`src/obsw_pkg.sv`:
```
// ----------------------------------------------------------------------------
// obsw_pkg: shared types, codes and tables of the obstacle steering block
// sequencer step codes, command bundle, exponent root table and atan table
// ----------------------------------------------------------------------------
package obsw_pkg;

    localparam int NUM_REGS = 8;

    // sequencer steps, also the datapath operation of that cycle
    localparam logic [5:0] ST_IDLE    = 6'd0;
    localparam logic [5:0] ST_CL_SET  = 6'd1;
    localparam logic [5:0] ST_CL_DIV  = 6'd2;
    localparam logic [5:0] ST_CL_END  = 6'd3;
    localparam logic [5:0] ST_PW_SET  = 6'd4;
    localparam logic [5:0] ST_PW_SQM  = 6'd5;
    localparam logic [5:0] ST_PW_SQW  = 6'd6;
    localparam logic [5:0] ST_PW_LOG  = 6'd7;
    localparam logic [5:0] ST_PW_LOGW = 6'd8;
    localparam logic [5:0] ST_PW_EXM  = 6'd9;
    localparam logic [5:0] ST_PW_EXW  = 6'd10;
    localparam logic [5:0] ST_PW_END  = 6'd11;
    localparam logic [5:0] ST_FW_M    = 6'd12;
    localparam logic [5:0] ST_CR_M    = 6'd13;
    localparam logic [5:0] ST_CR_W    = 6'd14;
    localparam logic [5:0] ST_FC_M    = 6'd15;
    localparam logic [5:0] ST_MX_M    = 6'd16;
    localparam logic [5:0] ST_MY1_M   = 6'd17;
    localparam logic [5:0] ST_MY2_M   = 6'd18;
    localparam logic [5:0] ST_SQ1_M   = 6'd19;
    localparam logic [5:0] ST_SQ2_M   = 6'd20;
    localparam logic [5:0] ST_SQ_W    = 6'd21;
    localparam logic [5:0] ST_IT      = 6'd22;
    localparam logic [5:0] ST_IT_END  = 6'd23;
    localparam logic [5:0] ST_OM1_M   = 6'd24;
    localparam logic [5:0] ST_CF2_M   = 6'd25;
    localparam logic [5:0] ST_CF2_W   = 6'd26;
    localparam logic [5:0] ST_FA_M    = 6'd27;
    localparam logic [5:0] ST_FA_W    = 6'd28;
    localparam logic [5:0] ST_OM2_M   = 6'd29;
    localparam logic [5:0] ST_BI_M    = 6'd30;
    localparam logic [5:0] ST_BI_W    = 6'd31;
    localparam logic [5:0] ST_HA_M    = 6'd32;
    localparam logic [5:0] ST_HA_W    = 6'd33;
    localparam logic [5:0] ST_RL_M    = 6'd34;
    localparam logic [5:0] ST_RR_M    = 6'd35;
    localparam logic [5:0] ST_RR_W    = 6'd36;
    localparam logic [5:0] ST_PUB     = 6'd37;

    // sensor select
    localparam logic [1:0] SEL_FRONT = 2'd0;
    localparam logic [1:0] SEL_LEFT  = 2'd1;
    localparam logic [1:0] SEL_RIGHT = 2'd2;

    localparam logic [16:0] ONE16   = 17'd65536;
    localparam logic [15:0] K030    = 16'd19661;
    localparam logic [16:0] K040    = 17'd26214;
    localparam logic [16:0] PI_Q13  = 17'd25736;

    typedef struct packed {
        logic [5:0] op;
        logic [4:0] cnt;
        logic [1:0] sel;
        logic       load;
        logic       pub;
    } t_cmd;

    typedef logic [15:0][31:0] t_pw_tab;

    // successive square roots of one half, Q0.32
    function automatic t_pw_tab f_pw_tab();
        t_pw_tab     tab;
        logic [63:0] prev;
        logic [63:0] v;
        logic [63:0] r;
        logic [63:0] b;
        tab  = '0;
        prev = 64'd1 << 31;
        for (int j = 0; j < 16; j++) begin
            v = prev << 32;
            r = '0;
            b = 64'd1 << 62;
            for (int k = 0; k < 32; k++) begin
                if (v >= r + b) begin
                    v = v - (r + b);
                    r = (r >> 1) + b;
                end else begin
                    r = r >> 1;
                end
                b = b >> 2;
            end
            tab[j] = r[31:0];
            prev   = r;
        end
        return tab;
    endfunction

    localparam t_pw_tab PW_TAB = f_pw_tab();

    // cordic arctangent steps, Q3.13
    function automatic logic [12:0] f_atan(input logic [3:0] i);
        logic [12:0] a;
        case (i)
            4'd0:    a = 13'd6434;
            4'd1:    a = 13'd3798;
            4'd2:    a = 13'd2007;
            4'd3:    a = 13'd1019;
            4'd4:    a = 13'd511;
            4'd5:    a = 13'd256;
            4'd6:    a = 13'd128;
            4'd7:    a = 13'd64;
            4'd8:    a = 13'd32;
            4'd9:    a = 13'd16;
            4'd10:   a = 13'd8;
            4'd11:   a = 13'd4;
            4'd12:   a = 13'd2;
            4'd13:   a = 13'd1;
            default: a = 13'd0;
        endcase
        return a;
    endfunction

endpackage

```
`src/obsw_ctrl.sv`:
```
// ----------------------------------------------------------------------------
// obsw_ctrl: sequencer of the obstacle steering block
// steps the datapath through one reading and owns both handshakes
// ----------------------------------------------------------------------------
module obsw_ctrl (
    input  logic           i_clk,
    input  logic           i_rst_n,
    input  logic           i_in_valid,
    output logic           o_in_ready,
    output logic           o_out_valid,
    input  logic           i_out_ready,
    output obsw_pkg::t_cmd o_cmd
);
    import obsw_pkg::*;

    logic [5:0] r_state, n_state;
    logic [4:0] r_cnt, n_cnt;
    logic [1:0] r_sel, n_sel;
    logic       r_ovalid, n_ovalid;
    logic       pub;

    assign pub = (r_state == ST_PUB) && (!r_ovalid || i_out_ready);

    always_comb begin
        n_state = r_state;
        n_cnt   = '0;
        n_sel   = r_sel;
        case (r_state)
            ST_IDLE: begin
                if (i_in_valid) begin
                    n_state = ST_CL_SET;
                    n_sel   = SEL_FRONT;
                end
            end
            ST_CL_SET:  n_state = ST_CL_DIV;
            ST_CL_DIV: begin
                if (r_cnt == 5'd15) n_state = ST_CL_END;
                else n_cnt = r_cnt + 5'd1;
            end
            ST_CL_END: begin
                if (r_sel == SEL_RIGHT) begin
                    n_state = ST_PW_SET;
                end else begin
                    n_state = ST_CL_SET;
                    n_sel   = r_sel + 2'd1;
                end
            end
            ST_PW_SET:  n_state = ST_PW_SQM;
            ST_PW_SQM: begin
                n_state = ST_PW_SQW;
                n_cnt   = r_cnt;
            end
            ST_PW_SQW: begin
                if (r_cnt == 5'd15) begin
                    n_state = ST_PW_LOG;
                end else begin
                    n_state = ST_PW_SQM;
                    n_cnt   = r_cnt + 5'd1;
                end
            end
            ST_PW_LOG:  n_state = ST_PW_LOGW;
            ST_PW_LOGW: n_state = ST_PW_EXM;
            ST_PW_EXM: begin
                n_state = ST_PW_EXW;
                n_cnt   = r_cnt;
            end
            ST_PW_EXW: begin
                if (r_cnt == 5'd15) begin
                    n_state = ST_PW_END;
                end else begin
                    n_state = ST_PW_EXM;
                    n_cnt   = r_cnt + 5'd1;
                end
            end
            ST_PW_END:  n_state = ST_FW_M;
            ST_FW_M:    n_state = ST_CR_M;
            ST_CR_M:    n_state = ST_CR_W;
            ST_CR_W:    n_state = ST_FC_M;
            ST_FC_M:    n_state = ST_MX_M;
            ST_MX_M:    n_state = ST_MY1_M;
            ST_MY1_M:   n_state = ST_MY2_M;
            ST_MY2_M:   n_state = ST_SQ1_M;
            ST_SQ1_M:   n_state = ST_SQ2_M;
            ST_SQ2_M:   n_state = ST_SQ_W;
            ST_SQ_W:    n_state = ST_IT;
            ST_IT: begin
                if (r_cnt == 5'd20) n_state = ST_IT_END;
                else n_cnt = r_cnt + 5'd1;
            end
            ST_IT_END:  n_state = ST_OM1_M;
            ST_OM1_M:   n_state = ST_CF2_M;
            ST_CF2_M:   n_state = ST_CF2_W;
            ST_CF2_W:   n_state = ST_FA_M;
            ST_FA_M:    n_state = ST_FA_W;
            ST_FA_W:    n_state = ST_OM2_M;
            ST_OM2_M:   n_state = ST_BI_M;
            ST_BI_M:    n_state = ST_BI_W;
            ST_BI_W:    n_state = ST_HA_M;
            ST_HA_M:    n_state = ST_HA_W;
            ST_HA_W:    n_state = ST_RL_M;
            ST_RL_M:    n_state = ST_RR_M;
            ST_RR_M:    n_state = ST_RR_W;
            ST_RR_W:    n_state = ST_PUB;
            ST_PUB: begin
                if (pub) n_state = ST_IDLE;
            end
            default:    n_state = ST_IDLE;
        endcase
    end

    always_comb begin
        n_ovalid = r_ovalid;
        if (pub) n_ovalid = 1'b1;
        else if (r_ovalid && i_out_ready) n_ovalid = 1'b0;
    end

    always_ff @(posedge i_clk) begin
        if (!i_rst_n) begin
            r_state  <= ST_IDLE;
            r_cnt    <= '0;
            r_sel    <= SEL_FRONT;
            r_ovalid <= 1'b0;
        end else begin
            r_state  <= n_state;
            r_cnt    <= n_cnt;
            r_sel    <= n_sel;
            r_ovalid <= n_ovalid;
        end
    end

    assign o_in_ready  = (r_state == ST_IDLE);
    assign o_out_valid = r_ovalid;

    assign o_cmd.op   = r_state;
    assign o_cmd.cnt  = r_cnt;
    assign o_cmd.sel  = r_sel;
    assign o_cmd.load = (r_state == ST_IDLE) && i_in_valid;
    assign o_cmd.pub  = pub;

    a_cnt_range: assert property (@(posedge i_clk) disable iff (!i_rst_n)
        r_cnt <= 5'd20)
        else $error("iteration counter out of range");

    a_sel_range: assert property (@(posedge i_clk) disable iff (!i_rst_n)
        r_sel != 2'd3)
        else $error("sensor select out of range");

    a_start: assert property (@(posedge i_clk) disable iff (!i_rst_n)
        (r_state == ST_IDLE && i_in_valid) |=> (r_state == ST_CL_SET && r_sel == SEL_FRONT))
        else $error("accepted request did not start the sequence");

    a_pub: assert property (@(posedge i_clk) disable iff (!i_rst_n)
        pub |=> (r_ovalid && r_state == ST_IDLE))
        else $error("finished result not presented");

endmodule

```
`config.mk`:
```
export PLATFORM = sky130hd
export DESIGN_NAME = obsw_ctrl
export DESIGN_NICKNAME = d
export VERILOG_FILES = /design/src/obsw_pkg.sv /design/src/obsw_ctrl.sv
export SDC_FILE = /design/constraint.sdc
export NUM_CORES = 1
export LEC_CHECK = 0
export CAP_MARGIN = 15
export CORE_MARGIN = 5
export CORE_UTILIZATION = 61
export CTS_CLUSTER_SIZE = 10
export DETAILED_ROUTE_END_ITERATION = 10
export DONT_BUFFER_PORTS = 1
export GPL_ROUTABILITY_DRIVEN = 0
export PLACE_DENSITY = 0.77
export SYNTH_ARGS = -nofsm -noshare
export SYNTH_HDL_FRONTEND = slang
export SYNTH_SLANG_ARGS = --single-unit
export TNS_END_PERCENT = 1
```
`constraint.sdc`:
```
create_clock -name i_clk -period 2.7 [get_ports i_clk]
set_input_delay 0.405 -clock i_clk [delete_from_list [all_inputs] [get_ports i_clk]]
set_output_delay 0.405 -clock i_clk [all_outputs]
set_load 0.1 [all_outputs]
```
==> results.py, run 1 <==
metrics = {
    "sta": {
        "skew_ns": 0.00200,
        "setup_tns_ns": 0,
        "slew_headroom_pct": 63.4,
        "hold_viol_final": 0,
        "worstMarginPinSlew_ns": 0.545,
        "post-route-period-util_pct": 86.8,
        "maxSlewViolCount": 0,
        "rsz0062_at_grt": "false",
        "fin_crit_ns": 2.34,
        "max_freq_mhz": 427,
        "setup_viol": 0,
    },
    "routing": {
        "vias": 1023,
        "drt_pass1_iterations": 4,
        "wl_per_cell_um": 15.1,
        "avgViaCountPerCell": 6.13,
        "drtAntennaViolNets": 0,
        "drc": 0,
        "wl_um": 2530,
        "drt_iter0_drc": 31,
    },
    "logic_synthesis": {
        "synth.most_common_cell": "dfxtp_1",
        "synth_top_area_share_pct": 25.1,
        "synth_top_area_cell": "dfxtp_1",
        "synth_commonest_cells": "14 x dfxtp_1, 11 x nand2_1, 7 x inv_1, 6 x nor2_1",
        "synth-edff-count": 0,
        "synthesis.area_mm2": 0.00112,
        "synth.avg_cell_area_um2": 8.16,
        "syn_inst": 137,
        "syn_nets": 146,
        "ys_top_cells_by_area": "dfxtp_1 25%, ha_1 5.6%, buf_6 4.0%",
        "ys_ff_latch": 14,
        "yosys_warnings": 0,
        "synthArstFlopShare_pct": 0,
        "synth-main-ff-cell": "dfxtp_1",
        "yosysSeqAreaShare_pct": 25.1,
        "ys_types": 47,
    },
    "grt": {
        "grt_pass1_vias": 975,
        "grt_max_degree": 20,
        "track_usage_pct": 20.6,
        "antenna_found_initial": 0,
        "grt_pass1_wl_um": 4320,
        "grt-ovfl-total": 0,
    },
    "hold_path": {
        "min_from": "i_rst_n",
        "hold_class": "input port to flip-flop",
    },
    "clock_tree": {
        "cts_num_sinks": 14,
        "cts_max_path_buffers": 2,
        "clock_latency_ns": 0.28,
        "post_cts_buffers": 0,
        "holdBufCountCts": 0,
        "cts_tree": "built",
        "path_clk_slew_ns": 0.08,
        "cts_buffers": 3,
        "cts_resized": 0,
        "root_buffer": "clkbuf_4",
        "htree_num_levels": 1,
    },
    "final_layout": {
        "n_antenna_cell": 0,
        "drive_above_1_share_pct": 21.8,
        "fillers": 136,
        "final_util_pct": 72.1,
        "layout.nets": 153,
        "area_growth_pct": 11.3,
    },
    "power": {
        "power.leakage_nw": 0.463,
        "ir_drop_mv": 0.338,
        "p_per_area_mw_per_mm2": 403,
    },
    "worst_setup_path": {
        "startpoint": "r_state[2]",
        "cp_data_arrival_time_ns": 1.94,
        "start_kind": "flip-flop",
        "cpPeakStageDelay_ns": 0.66,
        "cp-end-kind": "output port",
        "cp_cell_sequence": "nand2_1 -> nor4_1 -> nor2b_2 -> buf_12",
        "path_max_fanout": 19,
        "cp_slowest_cell": "dfxtp_4",
        "required_ns": 2.30,
        "path_delay_family": "simple AND/OR/NAND/NOR gates",
        "reg2reg_from": "r_cnt[0]",
        "path_buf_inv": 1,
        "worstSetupPathType": "flip-flop to output port",
        "r2r_slack_ns": 0.78,
    },
    "floorplan": {
        "die_y_um": 52.8,
        "die_area_mm2": 0.00279,
        "io_pins": 21,
        "core_region_area_mm2": 0.00173,
        "die_w_um": 52.8,
        "start_util_pct": 64.8,
        "fp-row-count": 15,
    },
    "job": {
        "drv_cap": 0,
    },
    "status": {
        "status": "finished clean",
    },
    "placed_design": {
        "hpwl_um": 1870,
        "io_buffers": 0,
    },
}
[flip-flops by register name, summed over array words and instances (netlist names)]
register,cells
o_out_valid,1
r_cnt,5
r_sel,2
r_state,6
[through the flow]
step                      instance area (µm²)  setup WS [ns]  power (mW)  hold WS, ns  cells
after floorplan                          1150        -0.0386       0.366        0.613    137
after detailed placement                 1220          0.678       0.388        0.524    164
after global placement                   1220          0.745       0.388        0.521    164
after CTS                                1240          0.358       0.507        0.220    167
final                                    1240          0.358       0.502        0.224    167
after global routing                     1240          0.181       0.525        0.241    167
[layer usage]
| layer | track usage, % | vias to the layer above | part of all wire [%] |
|---|---|---|---|
| li1 | - | 512 | - |
| met1 | 25.6 | 477 | 43 |
| met2 | 33.9 | 29 | 49 |
| met3 | 4.27 | 5 | 6.0 |
| met4 | 8.94 | 0 | 1.7 |
| met5 | 0 | - | 0 |
[placed cells by master, fill, tap and decap left out, types with 3 or more instances in the layout]
cell type,instances
nand2b_1,3
a21oi_1,5
xor2_1,3
nor3_1,4
nand2_1,11
buf_4,13
nor2_1,6
nor2b_1,4
inv_1,7
dfxtp_2,3
o211ai_1,4
o21ai_0,3
dfxtp_1,9
clkbuf_4,3
ha_1,5
o21a_1,3
nor4_1,5
nand3_1,3
[where the power goes]
group	leakage (nW)	switching, mW	internal (mW)	total, mW
Clock	0.0138	0.0673	0.0518	0.119
Sequential	0.116	0.0120	0.210	0.222
Combinational	0.333	0.113	0.0485	0.161
[area by class of cell]
type,instances,area [µm²],share of cell area (%)
Inverter,7,26.3,2.11
Multi-Input combinational cell,103,736,59.1
Tap cell,25,31.3,2.51
Clock buffer,3,22.5,1.81
Timing Repair Buffer,15,138,11.1
Sequential cell,14,292,23.4
[kinds of logic after synthesis]
group	after synthesis	synth area share, %
compound gates	33	20.8
xor+xnor	5	3.92
fa+ha+maj	5	5.59
buf+inv	20	10.6
flops	14	25.1
mux	2	1.90
simple gates	58	32.1
[worst paths after layout]
check / end / depth (start not counted)
setup / recovery: o_cmd[0] / 4
hold / removal: r_state[2] / 2
setup reg to reg: r_state[5] / 6
hold reg to reg: r_cnt[4] / 2
No activity file was read; power rests on OpenSTA's default activity.
==> run 2, diff against run 1 <==
==> constraint.sdc (replaced) <==
create_clock -name i_clk -period 2.35 [get_ports i_clk]
set_input_delay 0.3525 -clock i_clk [delete_from_list [all_inputs] [get_ports i_clk]]
set_output_delay 0.3525 -clock i_clk [all_outputs]
set_load 0.1 [all_outputs]
==> results.py, run 2 (same netlist as run 1, synthesis figures left out) <==
metrics = {
    "worst_setup_path": {
        "cp-end-kind": "output port",
        "path_max_fanout": 11,
        "crit_cells": 5,
        "start_kind": "flip-flop",
        "path_delay_family": "simple AND/OR/NAND/NOR gates",
        "reg2reg_from": "r_cnt[0]",
        "required_ns": 2.00,
        "ff2ff_path_depth": 6,
        "cp_cell_sequence": "nand2b_1 -> nor4_1 -> buf_4 -> nor2b_2 -> buf_12",
        "worstSetupPathType": "flip-flop to output port",
        "cp_data_arrival_time_ns": 1.70,
        "cp_slowest_cell": "dfxtp_2",
        "cpPeakStageDelay_ns": 0.45,
        "path_buf_inv": 2,
        "startpoint": "r_state[0]",
    },
    "floorplan": {
        "core_region_area_mm2": 0.00173,
        "die_w_um": 52.8,
        "io_pins": 21,
        "die_y_um": 52.8,
        "fp-row-count": 15,
        "die_area_mm2": 0.00279,
        "start_util_pct": 64.8,
    },
    "grt": {
        "grt_pass1_vias": 978,
        "antenna_found_initial": 0,
        "track_usage_pct": 22.1,
        "grt_max_degree": 19,
        "grt_pass1_wl_um": 4490,
        "grt-ovfl-total": 0,
    },
    "placed_design": {
        "io_buffers": 0,
        "dpl.cell_count": 167,
        "hpwl_um": 1910,
    },
    "power": {
        "ir_drop_mv": 0.437,
        "power.leakage_nw": 0.479,
        "p_per_area_mw_per_mm2": 459,
        "p_int_mw": 0.357,
        "combPwrFrac_pct": 32.1,
        "switching_share_pct": 38.7,
        "power_frac_seq_pct": 44.2,
        "power.net_switching_mw": 0.225,
        "pwr-share-clk_pct": 23.7,
    },
    "clock_tree": {
        "holdBufCountCts": 0,
        "cts_tree": "built",
        "cts_num_sinks": 14,
        "cts_buffers": 3,
        "htree_num_levels": 1,
        "cts_max_path_buffers": 2,
        "path_clk_slew_ns": 0.08,
        "root_buffer": "clkbuf_4",
        "clock_latency_ns": 0.29,
        "cts_resized": 0,
        "post_cts_buffers": 0,
    },
    "routing": {
        "drt_iter0_drc": 30,
        "drtAntennaViolNets": 0,
        "drt_pass1_iterations": 4,
        "drc": 0,
        "wl_per_cell_um": 15.0,
        "vias": 1043,
        "avgViaCountPerCell": 6.14,
        "wl_um": 2560,
    },
    "hold_path": {
        "hold_path_depth": 2,
        "min_from": "i_rst_n",
        "hold_class": "input port to flip-flop",
    },
    "sta": {
        "worstMarginPinSlew_ns": 0.569,
        "setup_viol": 0,
        "hold_viol_final": 0,
        "max_freq_mhz": 488,
        "setup_tns_ns": 0,
        "slew_headroom_pct": 62.0,
        "fin_crit_ns": 2.05,
        "rsz0062_at_grt": "false",
        "post-route-period-util_pct": 87.1,
        "maxSlewViolCount": 0,
        "skew_ns": 0.00677,
    },
    "final_layout": {
        "fillers": 143,
        "fin_cells": 170,
        "layout_commonest_cell": "buf_4",
        "top_register": "r_state",
        "n_antenna_cell": 0,
        "top_regs": "r_state: 6 flops, r_cnt: 5 flops, r_sel: 2 flops",
        "largest_reg_flops": 6,
        "layout.nets": 156,
        "area_growth_pct": 13.3,
        "drive_above_1_share_pct": 23.4,
        "mostFrequentLayoutCells": "16 x buf_4, 11 x nand2_1, 9 x dfxtp_1",
    },
    "job": {
        "drv_cap": 0,
    },
    "status": {
        "status": "finished clean",
    },
}
## run 2: cell count changes in the layout (fill, tap and decap cells not counted), sizes merged
cell	before	now
buf	15	18
## run 2: layout make-up
| type | instances | area [µm²] | share of cell area (%) |
|---|---|---|---|
| Timing Repair Buffer | 18 | 160 | 12.6 |
| Inverter | 7 | 26.3 | 2.07 |
| Clock buffer | 3 | 22.5 | 1.78 |
| Tap cell | 25 | 31.3 | 2.47 |
| Sequential cell | 14 | 292 | 23.0 |
| Multi-Input combinational cell | 103 | 736 | 58.0 |
## run 2: final timing paths
path / endpoint / slack, ns
max: o_cmd[0] / 0.30
min: r_state[2] / 0.17
max reg2reg: r_state[5] / 0.50
min reg2reg: r_cnt[4] / 0.62
## run 2: metal layers
layer | vias to the layer above | wire length [µm] | global-route usage (%)
li1 | 519 | - | -
met1 | 484 | 1090 | 26.5
met2 | 32 | 1210 | 33.9
met3 | 8 | 197 | 7.98
met4 | 0 | 59 | 11.5
met5 | - | 0 | 0
## run 2: metrics by stage
stage / instance area, µm² / hold WS (ns) / total power, mW / utilization [%] / setup WS [ns]
floorplan: 1150 / 0.561 / 0.421 / - / -0.336
global placement: 1240 / 0.469 / 0.445 / 72.1 / 0.523
detailed placement: 1240 / 0.469 / 0.448 / 72.1 / 0.489
CTS: 1270 / 0.162 / 0.588 / 73.4 / 0.318
global route: 1270 / 0.158 / 0.617 / 73.4 / 0.211
finish: 1270 / 0.174 / 0.581 / 73.4 / 0.302
## run 2: worst register-to-register path, stage by stage (launching register included)
cell and delay (ns):
dfxtp_1 0.31, ha_1 0.21, and3_1 0.20, ha_1 0.23, mux2_2 0.27, or3_4 0.34
a41oi_1 0.21
## run 2: power by group through the flow
stage	clock [mW]	combinational, mW	sequential [mW]
after floorplan	0	0.124	0.297
after global placement	0	0.184	0.261
after detailed placement	0	0.186	0.262
after CTS	0.145	0.187	0.256
after global routing	0.159	0.200	0.258
final	0.138	0.187	0.257
